<file path="src/hdl/csv_pkg.sv">
// ----------------------------------------------------------------------------
// csv_pkg
// Shared types and constants for the quoted CSV field splitter.
// ----------------------------------------------------------------------------
package csv_pkg;

   // byte values with fixed meaning
   localparam logic [7:0] QuoteByte    = 8'h22;
   localparam logic [7:0] CrByte       = 8'h0D;
   localparam logic [7:0] LfByte       = 8'h0A;
   localparam logic [7:0] NulByte      = 8'h00;
   localparam logic [7:0] DelimReset   = 8'd44;

   // item kinds
   localparam logic KindByte = 1'b0;
   localparam logic KindEol  = 1'b1;

   // register file
   localparam int unsigned CsrAddrWidth = 3;
   localparam int unsigned CsrDataWidth = 32;
   localparam logic        CsrIdxDelim  = 1'b0;

   // per-line parser flags
   typedef struct packed {
      logic in_quotes;
      logic quote_pending;
      logic field_nonempty;
      logic record_done;
   } line_state_type;

   // one result item
   typedef struct packed {
      logic       char_valid;
      logic [7:0] char_out;
      logic       field_end;
      logic       record_end;
   } rsp_payload_type;

   // parser stage to output stage
   typedef struct packed {
      logic            valid;
      rsp_payload_type payload;
   } stage_result_type;

endpackage

</file>
<file path="src/hdl/csv_req_if.sv">
// ----------------------------------------------------------------------------
// csv_req_if
// Input channel: one line byte or end of line marker per transaction.
// ----------------------------------------------------------------------------
interface csv_req_if;
   logic       valid;
   logic       ready;
   logic       kind;
   logic [7:0] char_in;

   modport source (output valid, output kind, output char_in, input ready);
   modport sink   (input valid, input kind, input char_in, output ready);
endinterface

</file>
<file path="src/hdl/csv_rsp_if.sv">
// ----------------------------------------------------------------------------
// csv_rsp_if
// Result channel: one field byte and/or field and record end flags.
// ----------------------------------------------------------------------------
interface csv_rsp_if;
   logic       valid;
   logic       ready;
   logic       char_valid;
   logic [7:0] char_out;
   logic       field_end;
   logic       record_end;

   modport source (output valid, output char_valid, output char_out,
                   output field_end, output record_end, input ready);
   modport sink   (input valid, input char_valid, input char_out,
                   input field_end, input record_end, output ready);
endinterface

</file>
<file path="src/hdl/csv_csr.sv">
// ----------------------------------------------------------------------------
// csv_csr
// APB-style register file holding the delimiter byte.
// ----------------------------------------------------------------------------
module csv_csr (
   input  logic                                clock,
   input  logic                                reset,
   input  logic                                psel,
   input  logic                                penable,
   input  logic                                pwrite,
   input  logic [csv_pkg::CsrAddrWidth-1:0]    paddr,
   input  logic [csv_pkg::CsrDataWidth-1:0]    pwdata,
   output logic [csv_pkg::CsrDataWidth-1:0]    prdata,
   output logic                                pready,
   output logic [7:0]                          delimiter
);

   logic [7:0] delim_ff;
   logic [7:0] delim_in;
   logic       reg_idx;
   logic       wr_en;

   // word index from byte address
   assign reg_idx = paddr[2];
   assign wr_en   = psel & penable & pwrite & (reg_idx == csv_pkg::CsrIdxDelim);
   assign pready  = 1'b1;

   assign delim_in = wr_en ? pwdata[7:0] : delim_ff;

   always_ff @(posedge clock) begin
      if (reset) begin
         delim_ff <= csv_pkg::DelimReset;
      end else begin
         delim_ff <= delim_in;
      end
   end

   // read back
   always_comb begin
      prdata = '0;
      if (reg_idx == csv_pkg::CsrIdxDelim) begin
         prdata = {{(csv_pkg::CsrDataWidth-8){1'b0}}, delim_ff};
      end
   end

   assign delimiter = delim_ff;

endmodule

</file>
<file path="src/hdl/csv_parse.sv">
// ----------------------------------------------------------------------------
// csv_parse
// Input register, per-line flags and the per-byte decision logic.
// ----------------------------------------------------------------------------
module csv_parse (
   input  logic                       clock,
   input  logic                       reset,
   csv_req_if.sink                    req,
   input  logic [7:0]                 delimiter,
   input  logic                       load_ok,
   output csv_pkg::stage_result_type  result
);

   logic                    in_valid_ff;
   logic                    in_valid_in;
   logic                    in_kind_ff;
   logic [7:0]              in_char_ff;
   logic                    advance;
   csv_pkg::line_state_type st_ff;
   csv_pkg::line_state_type st_in;
   csv_pkg::line_state_type st_calc;
   csv_pkg::rsp_payload_type pay;
   logic                    emit;

   // input register moves on whenever the output stage takes its result
   assign advance     = in_valid_ff & load_ok;
   assign req.ready   = ~in_valid_ff | load_ok;
   assign in_valid_in = req.ready ? req.valid : in_valid_ff;

   always_ff @(posedge clock) begin
      if (reset) begin
         in_valid_ff <= 1'b0;
      end else begin
         in_valid_ff <= in_valid_in;
      end
   end

   always_ff @(posedge clock) begin
      if (req.valid & req.ready) begin
         in_kind_ff <= req.kind;
         in_char_ff <= req.char_in;
      end
   end

   // per-byte decision
   always_comb begin
      logic iq;
      logic done;
      st_calc = st_ff;
      pay     = '0;
      emit    = 1'b0;
      iq      = st_ff.in_quotes;
      done    = 1'b0;
      if (in_kind_ff == csv_pkg::KindEol) begin
         st_calc        = '0;
         emit           = ~st_ff.record_done;
         pay.field_end  = 1'b1;
         pay.record_end = 1'b1;
      end else if (st_ff.record_done) begin
         emit = 1'b0;
      end else if (in_char_ff == csv_pkg::NulByte) begin
         st_calc             = '0;
         st_calc.record_done = 1'b1;
         emit                = 1'b1;
         pay.field_end       = 1'b1;
         pay.record_end      = 1'b1;
      end else begin
         // resolve a quote seen on the previous byte
         if (st_ff.quote_pending) begin
            st_calc.quote_pending = 1'b0;
            if (in_char_ff == csv_pkg::QuoteByte) begin
               st_calc.field_nonempty = 1'b1;
               emit                   = 1'b1;
               pay.char_valid         = 1'b1;
               pay.char_out           = csv_pkg::QuoteByte;
               done                   = 1'b1;
            end else begin
               iq                = 1'b0;
               st_calc.in_quotes = 1'b0;
            end
         end
         if (!done) begin
            if (!iq && !st_ff.field_nonempty && in_char_ff == csv_pkg::QuoteByte) begin
               st_calc.in_quotes = 1'b1;
            end else if (iq && in_char_ff == csv_pkg::QuoteByte) begin
               st_calc.quote_pending = 1'b1;
            end else if (!iq && in_char_ff == delimiter) begin
               st_calc.field_nonempty = 1'b0;
               emit                   = 1'b1;
               pay.field_end          = 1'b1;
            end else if (!iq && (in_char_ff == csv_pkg::CrByte ||
                                 in_char_ff == csv_pkg::LfByte)) begin
               st_calc.field_nonempty = 1'b0;
               st_calc.record_done    = 1'b1;
               emit                   = 1'b1;
               pay.field_end          = st_ff.field_nonempty;
               pay.record_end         = 1'b1;
            end else begin
               st_calc.field_nonempty = 1'b1;
               emit                   = 1'b1;
               pay.char_valid         = 1'b1;
               pay.char_out           = in_char_ff;
            end
         end
      end
   end

   // flags update as the item leaves the input register
   assign st_in = advance ? st_calc : st_ff;

   always_ff @(posedge clock) begin
      if (reset) begin
         st_ff <= '0;
      end else begin
         st_ff <= st_in;
      end
   end

   assign result.valid   = in_valid_ff & emit;
   assign result.payload = pay;

endmodule

</file>
<file path="src/hdl/csv_out.sv">
// ----------------------------------------------------------------------------
// csv_out
// Result register driving the output channel.
// ----------------------------------------------------------------------------
module csv_out (
   input  logic                       clock,
   input  logic                       reset,
   input  csv_pkg::stage_result_type  result,
   output logic                       load_ok,
   csv_rsp_if.source                  rsp
);

   logic                     valid_ff;
   logic                     valid_in;
   csv_pkg::rsp_payload_type pay_ff;

   // register is free when empty or being drained this cycle
   assign load_ok  = ~valid_ff | rsp.ready;
   assign valid_in = load_ok ? result.valid : valid_ff;

   always_ff @(posedge clock) begin
      if (reset) begin
         valid_ff <= 1'b0;
      end else begin
         valid_ff <= valid_in;
      end
   end

   always_ff @(posedge clock) begin
      if (load_ok & result.valid) begin
         pay_ff <= result.payload;
      end
   end

   assign rsp.valid      = valid_ff;
   assign rsp.char_valid = pay_ff.char_valid;
   assign rsp.char_out   = pay_ff.char_out;
   assign rsp.field_end  = pay_ff.field_end;
   assign rsp.record_end = pay_ff.record_end;

endmodule

</file>
<file path="src/hdl/csv_quoted_field_splitter_unit.sv">
// An accepted input transaction passes through the input register, then the
// result register.
// Throughput: one transaction per cycle while the result side keeps up; the
// single-bit line flags are updated in the same cycle the byte is decided.
// Reset (synchronous, active high) empties both stages, clears the line flags
// and sets the delimiter to a comma.
// ----------------------------------------------------------------------------
// csv_quoted_field_splitter_unit
// Top level: CSV line splitter with quoted fields and a programmable delimiter.
// ----------------------------------------------------------------------------
module csv_quoted_field_splitter_unit (
   input  logic                                clock,
   input  logic                                reset,
   csv_req_if.sink                             req_if,
   csv_rsp_if.source                           rsp_if,
   input  logic                                psel,
   input  logic                                penable,
   input  logic                                pwrite,
   input  logic [csv_pkg::CsrAddrWidth-1:0]    paddr,
   input  logic [csv_pkg::CsrDataWidth-1:0]    pwdata,
   output logic [csv_pkg::CsrDataWidth-1:0]    prdata,
   output logic                                pready
);

   logic [7:0]                delimiter;
   logic                      load_ok;
   csv_pkg::stage_result_type result;

   csv_csr u_csr (
      .clock     (clock),
      .reset     (reset),
      .psel      (psel),
      .penable   (penable),
      .pwrite    (pwrite),
      .paddr     (paddr),
      .pwdata    (pwdata),
      .prdata    (prdata),
      .pready    (pready),
      .delimiter (delimiter)
   );

   csv_parse u_parse (
      .clock     (clock),
      .reset     (reset),
      .req       (req_if),
      .delimiter (delimiter),
      .load_ok   (load_ok),
      .result    (result)
   );

   csv_out u_out (
      .clock   (clock),
      .reset   (reset),
      .result  (result),
      .load_ok (load_ok),
      .rsp     (rsp_if)
   );

endmodule

</file>
<file path="src/flat_wrapper.sv">
// flat-port wrapper written by rule: the top's interface ports become plain ports
module csv_quoted_field_splitter_unit_flat 
  (clock, reset, psel, penable, pwrite, paddr, pwdata, prdata, pready, req_if_valid, req_if_kind, req_if_char_in, req_if_ready, rsp_if_valid, rsp_if_char_valid, rsp_if_char_out, rsp_if_field_end, rsp_if_record_end, rsp_if_ready);
  csv_req_if req_if_i ();
  csv_rsp_if rsp_if_i ();
  input  logic clock;
  input  logic reset;
  input  logic psel;
  input  logic penable;
  input  logic pwrite;
  input  logic [csv_pkg::CsrAddrWidth-1:0] paddr;
  input  logic [csv_pkg::CsrDataWidth-1:0] pwdata;
  output logic [csv_pkg::CsrDataWidth-1:0] prdata;
  output logic pready;
  input wire logic [$bits(req_if_i.valid)-1:0] req_if_valid;
  input wire logic [$bits(req_if_i.kind)-1:0] req_if_kind;
  input wire logic [$bits(req_if_i.char_in)-1:0] req_if_char_in;
  output wire logic [$bits(req_if_i.ready)-1:0] req_if_ready;
  output wire logic [$bits(rsp_if_i.valid)-1:0] rsp_if_valid;
  output wire logic [$bits(rsp_if_i.char_valid)-1:0] rsp_if_char_valid;
  output wire logic [$bits(rsp_if_i.char_out)-1:0] rsp_if_char_out;
  output wire logic [$bits(rsp_if_i.field_end)-1:0] rsp_if_field_end;
  output wire logic [$bits(rsp_if_i.record_end)-1:0] rsp_if_record_end;
  input wire logic [$bits(rsp_if_i.ready)-1:0] rsp_if_ready;
  assign req_if_i.valid = req_if_valid;
  assign req_if_i.kind = req_if_kind;
  assign req_if_i.char_in = req_if_char_in;
  assign req_if_ready = req_if_i.ready;
  assign rsp_if_valid = rsp_if_i.valid;
  assign rsp_if_char_valid = rsp_if_i.char_valid;
  assign rsp_if_char_out = rsp_if_i.char_out;
  assign rsp_if_field_end = rsp_if_i.field_end;
  assign rsp_if_record_end = rsp_if_i.record_end;
  assign rsp_if_i.ready = rsp_if_ready;
  csv_quoted_field_splitter_unit u_core (.clock(clock), .reset(reset), .req_if(req_if_i), .rsp_if(rsp_if_i), .psel(psel), .penable(penable), .pwrite(pwrite), .paddr(paddr), .pwdata(pwdata), .prdata(prdata), .pready(pready));
endmodule
</file>
<file path="config.mk">
export PLATFORM = sky130hd
export DESIGN_NAME = csv_quoted_field_splitter_unit_flat
export DESIGN_NICKNAME = d
export VERILOG_FILES = /design/src/hdl/csv_pkg.sv /design/src/hdl/csv_req_if.sv /design/src/hdl/csv_rsp_if.sv /design/src/hdl/csv_csr.sv /design/src/hdl/csv_parse.sv /design/src/hdl/csv_out.sv /design/src/hdl/csv_quoted_field_splitter_unit.sv /design/src/flat_wrapper.sv
export SDC_FILE = /design/constraint.sdc
export NUM_CORES = 1
export LEC_CHECK = 0
export ABC_AREA = 1
export BUFFER_PORTS_ARGS = -buffer_cell sky130_fd_sc_hd__buf_2
export CORE_ASPECT_RATIO = 0.7
export CORE_UTILIZATION = 46
export DETAILED_ROUTE_END_ITERATION = 16
export GPL_TIMING_DRIVEN = 0
export PLACE_DENSITY = 0.78
export REMOVE_ABC_BUFFERS = 1
export SLEW_MARGIN = 25
export SYNTH_ARGS = -nofsm -noshare
export SYNTH_HDL_FRONTEND = slang
export SYNTH_HIERARCHICAL = 1
export SYNTH_SLANG_ARGS = --single-unit
export TNS_END_PERCENT = 20
</file>
<file path="constraint.sdc">
create_clock -name clock -period 2.93 [get_ports clock]
set_clock_uncertainty 0.15 [all_clocks]
set_input_delay 0.293 -clock clock [delete_from_list [all_inputs] [get_ports clock]]
set_output_delay 0.293 -clock clock [all_outputs]
set_load 0.03 [all_outputs]
</file>
### Word level (Yosys, flattened, before mapping)

Cells that the tools add are included.

* register bits after elaboration: 34
* latch bits: 0
* RAM bits: 0
* memory bits (read-only): 0
* memories kept: 0

* $add $sub $neg: 0
* multiply operators: 0
* divide/modulo/power cells: 0
* $lt $le $gt $ge: 0
* equality and inequality tests: 5
* shifts and indexed selects: 0
* mux-type cells: 43
* bitwise operators: 13
* reduce and logical (&&, ||, !) cells: 11

Operators by type and width (number)
* $mux 9: 4
* $mux 11: 3
* $mux 1: 25
* $eq 8x4->1 const B: 2
* $mux 4: 4
* $eq 8x6->1 const B: 1
* $eq 8x8->1: 1
* $logic_not 8->1: 1
* $mux 2: 4
* $mux 8: 1
* $and 1x1->1: 7
* $mux 3: 2
* $logic_and 1x1->1: 5
* $not 1->1: 4
* $reduce_or 3->1: 1
* $logic_not 1->1: 2
* $ne 2x2->1 const B: 1
* $or 1x1->1: 2
* $reduce_and 2->1: 1
* $logic_or 1x1->1: 1

### Logic depth before layout (Yosys ltp)

Gate-level depths: netlist of the first run.

* depth in word-level cells: 16
* depth in mapped cells: 11
* gate-level depth less buffers: 11

### Cells and area by module

Netlist of the first run, hierarchy kept.

By module, submodules not included
* csv_parse: times used 1, cells each 138, area each 983.4 µm², sequential area each 370.4 µm²
* csv_csr: times used 1, cells each 95, area each 645.6 µm², sequential area each 160.2 µm²
* csv_out: times used 1, cells each 17, area each 377.9 µm², sequential area each 350.3 µm²

### Worst setup path before layout of the first run

Ideal clock, no wire load.

* path type: register to register
* start point: register u_core.u_parse.in_char_ff[2]
* end point: register u_core.u_out.pay_ff (netlist bit u_core/u_out/rsp.char_out[0]), enable pin
* library setup time: 0.382 ns
* arrival: 1.795 ns
* data required time: 2.398 ns
* path slack: 0.603 ns
* stages on the path, launching flop included: 10
* cells stage by stage: edfxtp_1 inv_2 nand2_2 nor3_1 nand4_1 nand2_1 nor2_1 a21oi_1 inv_1 a21oi_1

RTL lines
* from (decl): line csv_parse.sv:17 `logic [7:0] in_char_ff;`
* from (signal assigned): line csv_parse.sv:41 `in_char_ff <= req.char_in;`
* to (signal assigned): line csv_out.sv:31 `pay_ff <= result.payload;`
* to (decl): line csv_out.sv:15 `csv_pkg::rsp_payload_type pay_ff;`

==> flow_summary_export.csv, run 1 <==
group,metric,value,unit
timing,finalSetupViolations,0,
setup_path,r2r_setup_slack,0.45,ns
setup_path,cp_max_fo,11,
clocking,cts_buffers,5,
yosys,synth_compound_area_share,5.55,%
yosys,syn_area_per_cell,8.03,um^2
setup_path,rr_worst_depth,9,
yosys,synth_fa_ha_area_share,0,%
yosys,post-synth-top-area-fraction,29.9,%
place,io_buffers,45,
power_and_ir_drop,p_int,0.000740,W
setup_path,rr_endpoint,"u_core/u_out/rsp.char_out[3]$_DFFE_PP_",
global_routing,globalRoute.totalOverflow,0,
yosys,synth_top_family_by_area,"simple AND/OR/NAND/NOR gates",
clocking,cts_max_level,2,
setup_path,path_delay_family,"simple AND/OR/NAND/NOR gates",
global_routing,grt_use_total,16.6,%
global_routing,grt_max_degree,12,
yosys,syn-cell-area,2010,um^2
route,via_count,1541,
timing,drv_slew,0,
setup_path,crit_buf_inv,2,
min_path,hold_path_class,"in -> reg",
clocking,cts_resized,0,
setup_path,rr_startpoint,"u_core/u_parse/in_char_ff[3]$_DFFE_PP_",
yosys,synthTopCellsByArea,"edfxtp_1 (30%), dfxtp_1 (14%), buf_4 (9.4%)",
clocking,cts_tree,"built",
cells_and_area,layout-drive-gt1-share,30.0,%
yosys,syn_inst,250,
yosys,yosysWarnings,6,
timing,post-route-period-util,84.6,%
route,ant_nets,0,
power_and_ir_drop,p_clk_share,30.4,%
power_and_ir_drop,power.leakage,1.16,nW
yosys,synth-seq-area-share,43.9,%
timing,setup-tns-final,0,ns
setup_path,critical-path-slowest-cell,"a21oi_2",
floorplan,std_cell_rows,19,
clocking,hold_buffers,0,
timing,rsz0062_at_grt,"no",
setup_path,cp_slowest_stage_delay,0.51,ns
outcome,status,"finished clean",
setup_path,required,2.69,ns
route,routed_wl,3590,um
yosys,yosys.area_share.simple,31.2,%
global_routing,grt_pass1_wl,5790,um
yosys,synth_flop_cell,"edfxtp_1",
power_and_ir_drop,p_seq_share,52.2,%
route,routedWlPerCell,10.2,um
cells_and_area,syn_to_final_growth,13.1,%
setup_path,crit_arrival,2.24,ns
power_and_ir_drop,switching_share,29.3,%
timing,worst_pin_slew,0.771,ns
timing,fmax,0.403,GHz
yosys,yosysMostFrequentCell,"nand2_1",
cells_and_area,layout.nets,350,
route,firstDrtPassIters,4,
place,place_hpwl,2900,um
yosys,synth_seq_cells,34,
place,place_congestion,0.914,
timing,slew_headroom,48.6,%
power_and_ir_drop,powerDensity,461,nW/um^2
power_and_ir_drop,switching_power,0.000307,W
power_and_ir_drop,vdd_ir_drop_max,303,uV
floorplan,fp.coreArea,4040,um^2
clocking,path_clk_slew,0.07,ns
timing,hold_viol_final,0,
yosys,synth_top_area_cell,"edfxtp_1",
clocking,clock_latency,0.27,ns
power_and_ir_drop,pwr-share-comb,17.4,%
global_routing,antenna_found_initial,0,
route,via_per_inst,4.38,
setup_path,crit_type,"reg -> reg",
setup_path,startpoint_type,"register",
global_routing,grt_pass1_vias,1311,
clocking,cts_buffer_depth,2,
floorplan,die_x,80.9,um
route,route.detailed.drc,0,
floorplan,die_h,57.3,um
timing,period_needed,2.48,ns
min_path,hold_path_depth,1,
setup_path,crit_path_end_kind,"register",
floorplan,pin_count,97,
setup_path,crit_chain,"inv_2 -> nand2_2 -> nor3_1 -> nand4_1 -> nand2_1 -> nor2_1 -> a21oi_1 -> inv_1 -> a21oi_2",
run,drv_cap,0,
min_path,worstHoldEndpoint,"u_core/u_parse/in_kind_ff$_DFFE_PP_",
cells_and_area,fin_util,56.2,%
yosys,synth_edf_count,20,
yosys,synthMuxAreaShare,0,%
yosys,synth_xor_area_share,0,%
yosys,async_flop_share,0,%
yosys,synthTopCellsByCount,"nand2_1 (50), inv_1 (38), buf_4 (25), nor2_1 (25), edfxtp_1 (20)",
clocking,postCtsSetupRepairBufs,0,
min_path,hp-start,"req_if_kind",
yosys,synth.distinct_cells,26,
floorplan,floorplan.initialDensity,49.7,%
cells_and_area,diodes,0,
clocking,root_buffer,"clkbuf_8",
clocking,clock-sinks,34,
floorplan,dieArea,4640,um^2
route,drt_first_iter_violations,74,
## power groups by stage
stage | sequential [W] | clock, W | combinational (W)
floorplan | 0.000569 | 0 | 0.000120
global placement | 0.000556 | 0 | 0.000179
detailed placement | 0.000557 | 0 | 0.000181
CTS | 0.000546 | 0.000328 | 0.000181
global route | 0.000549 | 0.000349 | 0.000201
finish | 0.000547 | 0.000319 | 0.000182
## state kept, by name (all words and copies together), names as in the netlist
signal                       flops
u_core/u_parse/in_valid_ff       1
u_core/u_csr/delimiter           8
u_core/u_out/rsp.char_valid      1
u_core/u_out/rsp.valid           1
u_core/u_parse/st_ff             4
u_core/u_out/rsp.field_end       1
u_core/u_out/rsp.char_out        8
u_core/u_parse/in_kind_ff        1
u_core/u_out/rsp.record_end      1
u_core/u_parse/in_char_ff        8
## final cells by class
class                           count  area, um^2
Sequential cell                    34         881
Fill cell                         396        1770
Tap cell                           52        65.1
Clock inverter                      2        8.76
Multi-Input combinational cell    165         835
Clock buffer                        6        72.6
Timing Repair Buffer               45         225
Inverter                           48         183
## cell usage in the layout (no fill, tap or decap)
| master | instances |
|---|---|
| nor2_2 | 7 |
| nand2_2 | 7 |
| clkbuf_8 | 5 |
| nand3_1 | 12 |
| clkinv_2 | 3 |
| a21oi_4 | 1 |
| nor2_1 | 25 |
| dfxtp_1 | 14 |
| buf_2 | 45 |
| nand3_4 | 2 |
| nor2_8 | 1 |
| inv_1 | 38 |
| nor2_4 | 3 |
| nor3_1 | 9 |
| o21ai_0 | 4 |
| clkbuf_1 | 1 |
| a21oi_1 | 7 |
| conb_1 | 25 |
| o21ai_1 | 2 |
| edfxtp_1 | 20 |
| nand2_4 | 5 |
| inv_2 | 8 |
| a21oi_2 | 2 |
| nand2_1 | 50 |
| clkinv_1 | 1 |
| o21ai_2 | 1 |
| nand4_1 | 1 |
| o31ai_1 | 1 |
## metrics by stage
| step | total power [W] | std cells | hold slack, ns | setup slack, ns | area, um^2 |
|---|---|---|---|---|---|
| 3_5_place_dp | 0.000738 | 344 | 0.321 | 0.102 | 2180 |
| 3_3_place_gp | 0.000734 | 344 | 0.320 | 0.159 | 2180 |
| 2_1_floorplan | 0.000689 | 247 | 0.205 | 0.603 | 1890 |
| 4_1_cts | 0.00106 | 352 | 0.0302 | 0.0882 | 2270 |
| 6_report | 0.00105 | 352 | 0.0387 | 0.451 | 2270 |
| 5_1_grt | 0.00110 | 352 | 0.0301 | 0.277 | 2270 |
## routing by layer
| layer | wire, um | track usage, % | vias to the layer above |
|---|---|---|---|
| li1 | - | - | 817 |
| met5 | 0 | 0 | - |
| met4 | 0 | 3.83 | 0 |
| met2 | 1420 | 23.2 | 71 |
| met3 | 307 | 4.32 | 0 |
| met1 | 1860 | 25.5 | 653 |
## how the worst max path moves through the flow
stage                                      startpoint                                      to  slack, ns  cells after the start
2_1_floorplan  u_core/u_parse/in_char_ff[2]$_DFFE_PP_  u_core/u_out/rsp.char_out[0]$_DFFE_PP_       0.60                      9
3_3_place_gp   u_core/u_parse/in_char_ff[2]$_DFFE_PP_  u_core/u_out/rsp.char_out[1]$_DFFE_PP_       0.16                      9
3_5_place_dp   u_core/u_parse/in_char_ff[2]$_DFFE_PP_  u_core/u_out/rsp.char_out[6]$_DFFE_PP_       0.10                      9
4_1_cts        u_core/u_parse/in_char_ff[2]$_DFFE_PP_  u_core/u_out/rsp.char_out[6]$_DFFE_PP_       0.09                      9
5_1_grt        u_core/u_parse/in_char_ff[2]$_DFFE_PP_  u_core/u_out/rsp.char_out[5]$_DFFE_PP_       0.28                      9
6_report       u_core/u_parse/in_char_ff[3]$_DFFE_PP_  u_core/u_out/rsp.char_out[3]$_DFFE_PP_       0.45                      9
## cell families (layout without fill, tap and decap cells)
family | after synthesis | count (layout)
and+or+nand+nor | 122 | 122
DFF | 34 | 34
AOI/OAI and AO/OA | 18 | 18
buffers and inverters | 74 | 101
other | 2 | 25
Power figures use the tool's default switching activity.
==> inputs of run 2 (changes only) <==
Settings changed: CORE_UTILIZATION 46 to 42, PLACE_DENSITY 0.78 to 0.75.
Clock period 2.93 ns to 2.22 ns, I/O delays scaled along.
==> run 2 against run 1 <==
Against the previous run: routed wire length grew 9.3%; sequential share of layout area decreased by 2.7 points; cell area is 7.6% higher; cell count is 5.1% higher; core utilization decreased by 1.4 points; combinational power grew 47%.
==> flow_summary_export.csv, run 2 (same netlist as run 1, synthesis figures left out) <==
group,metric,value,unit
timing,worst_pin_slew,0.862,ns
clocking,cts_buffer_depth,2,
route,highest_layer,"met4",
floorplan,fp.coreArea,4450,um^2
route,firstDrtPassIters,6,
setup_path,rr_startpoint,"u_core/u_parse/in_char_ff[3]$_DFFE_PP_",
setup_path,r2r_setup_slack,0.09,ns
place,place_congestion,0.920,
cells_and_area,layout-drive-gt1-share,30.5,%
floorplan,std_cell_rows,20,
power_and_ir_drop,vdd_ir_drop_max,349,uV
floorplan,pin_count,97,
route,routedWlPerCell,10.6,um
floorplan,floorplan.initialDensity,45.1,%
route,via_per_inst,4.47,
timing,drv_slew,0,
global_routing,antenna_found_initial,0,
setup_path,cp_max_fo,11,
timing,finalSetupViolations,0,
clocking,path_clk_slew,0.07,ns
clocking,cts_max_level,2,
route,route.detailed.drc,0,
place,io_buffers,45,
cells_and_area,syn_to_final_growth,21.6,%
floorplan,die_h,59.8,um
run,drv_cap,0,
min_path,hold_path_class,"in -> reg",
global_routing,grt_max_degree,12,
clocking,clock_latency,0.28,ns
setup_path,startpoint_type,"register",
power_and_ir_drop,powerDensity,592,nW/um^2
setup_path,critPathCapture,"u_core/u_out/rsp.char_out[5]$_DFFE_PP_",
power_and_ir_drop,power.leakage,1.24,nW
route,via_count,1655,
timing,period_needed,2.13,ns
route,drt_first_iter_violations,96,
route,routed_wl,3920,um
global_routing,globalRoute.totalOverflow,0,
setup_path,crit_type,"reg -> reg",
cells_and_area,final_cell_mix,"nand2_1 (50), buf_2 (45), inv_1 (38)",
global_routing,grt_use_total,16.6,%
setup_path,crit_path_end_kind,"register",
setup_path,crit_arrival,1.97,ns
route,ant_nets,0,
timing,hold_viol_final,0,
place,place_hpwl,2980,um
cells_and_area,final_common_cell,"nand2_1",
timing,post-route-period-util,95.8,%
setup_path,rr_endpoint,"u_core/u_out/rsp.char_out[5]$_DFFE_PP_",
route,wl_met1,1940,um
clocking,cts_buffers,5,
route,wl_met2,1630,um
timing,hold_ws,0.00455,ns
clocking,cts_tree,"built",
floorplan,die_x,84.6,um
timing,setup-tns-final,0,ns
clocking,root_buffer,"clkbuf_8",
timing,slew_headroom,42.5,%
outcome,status,"finished clean",
global_routing,grt_pass1_wl,6300,um
global_routing,grt_pass1_vias,1377,
setup_path,required,2.07,ns
cells_and_area,layout.nets,365,
clocking,clock-sinks,34,
floorplan,dieArea,5060,um^2
timing,fmax,0.470,GHz
cells_and_area,diodes,0,
setup_path,startpoint,"u_core/u_parse/in_char_ff[3]$_DFFE_PP_",
setup_path,rr_worst_depth,10,
cells_and_area,nFillCells,426,
route,met3_length,326,um
timing,rsz0062_at_grt,"no",
==> run 2: routing by layer <==
metal  up-vias  GRT usage (%)
met5         -              0
met4         0           5.81
met3         4           4.70
met2        71           24.9
met1       735           23.3
li1        845              -
==> run 2: worst min-delay path by stage <==
stage	from	endpoint	slack [ns]	depth (start not counted)
final	pwdata[5]	u_core/u_csr/delimiter[5]$_SDFFE_PP1P_	0.005	3
after global routing	pwdata[2]	u_core/u_csr/delimiter[2]$_SDFFE_PP1P_	0.002	3
after CTS	pwdata[5]	u_core/u_csr/delimiter[5]$_SDFFE_PP1P_	0.001	3
after detailed placement	req_if_kind	u_core/u_parse/in_kind_ff$_DFFE_PP_	0.25	1
after global placement	req_if_char_in[5]	u_core/u_parse/in_char_ff[5]$_DFFE_PP_	0.25	1
after floorplan	reset	u_core/u_out/rsp.valid$_SDFFE_PP0P_	0.13	1
==> run 2: timing repair <==
| item | 4_1_cts | 5_1_grt |
|---|---|---|
| endpoints found under the setup margin | 11 | 11 |
| resized for setup | 2 | 0 |
| hold endpoints to repair | 10 | 0 |
| pin swaps | 0 | 1 |
| cloned | 0 | 0 |
| buffers inserted | 1 | 4 |
| hold buffers | 10 | 0 |
==> run 2: area by class of cell <==
class,instances,area (um^2),share of cell area (%)
timing repair buffer,60,375,15.4
inverter,48,183,7.48
multi-input combinational,165,842,34.5
clock buffer,7,86.3,3.54
clock inverter,1,5.00,0.205
tap,55,68.8,2.82
sequential,34,881,36.1
==> run 2: per-stage QoR <==
stage          cells  util, %  cell area, um^2  setup WS, ns  power (W)
5_1_grt          370     54.8             2440      0.000376    0.00151
2_1_floorplan    247        -             1890        -0.107   0.000910
3_3_place_gp     347     49.1             2190        -0.575   0.000970
6_report         370     54.8             2440        0.0929    0.00144
4_1_cts          366     54.1             2410        0.0381    0.00145
3_5_place_dp     347     49.1             2190        -0.599   0.000974
==> run 2: worst max-delay path, cell delays in order, from the launching register on <==
cell and delay [ns]:
edfxtp_1 0.43, inv_2 0.10, nand2_2 0.08, nor3_1 0.13, nand4_1 0.16, nand2_1 0.12
nor2_1 0.05, a21oi_1 0.18, inv_1 0.13, a21oi_4 0.16, buf_12 0.15
==> run 2: power by group <==
group | internal, W | switching [W]
Combinational | 0.0000803 | 0.000187
Clock | 0.000250 | 0.000207
Sequential | 0.000700 | 0.0000206
Total | 0.00103 | 0.000414
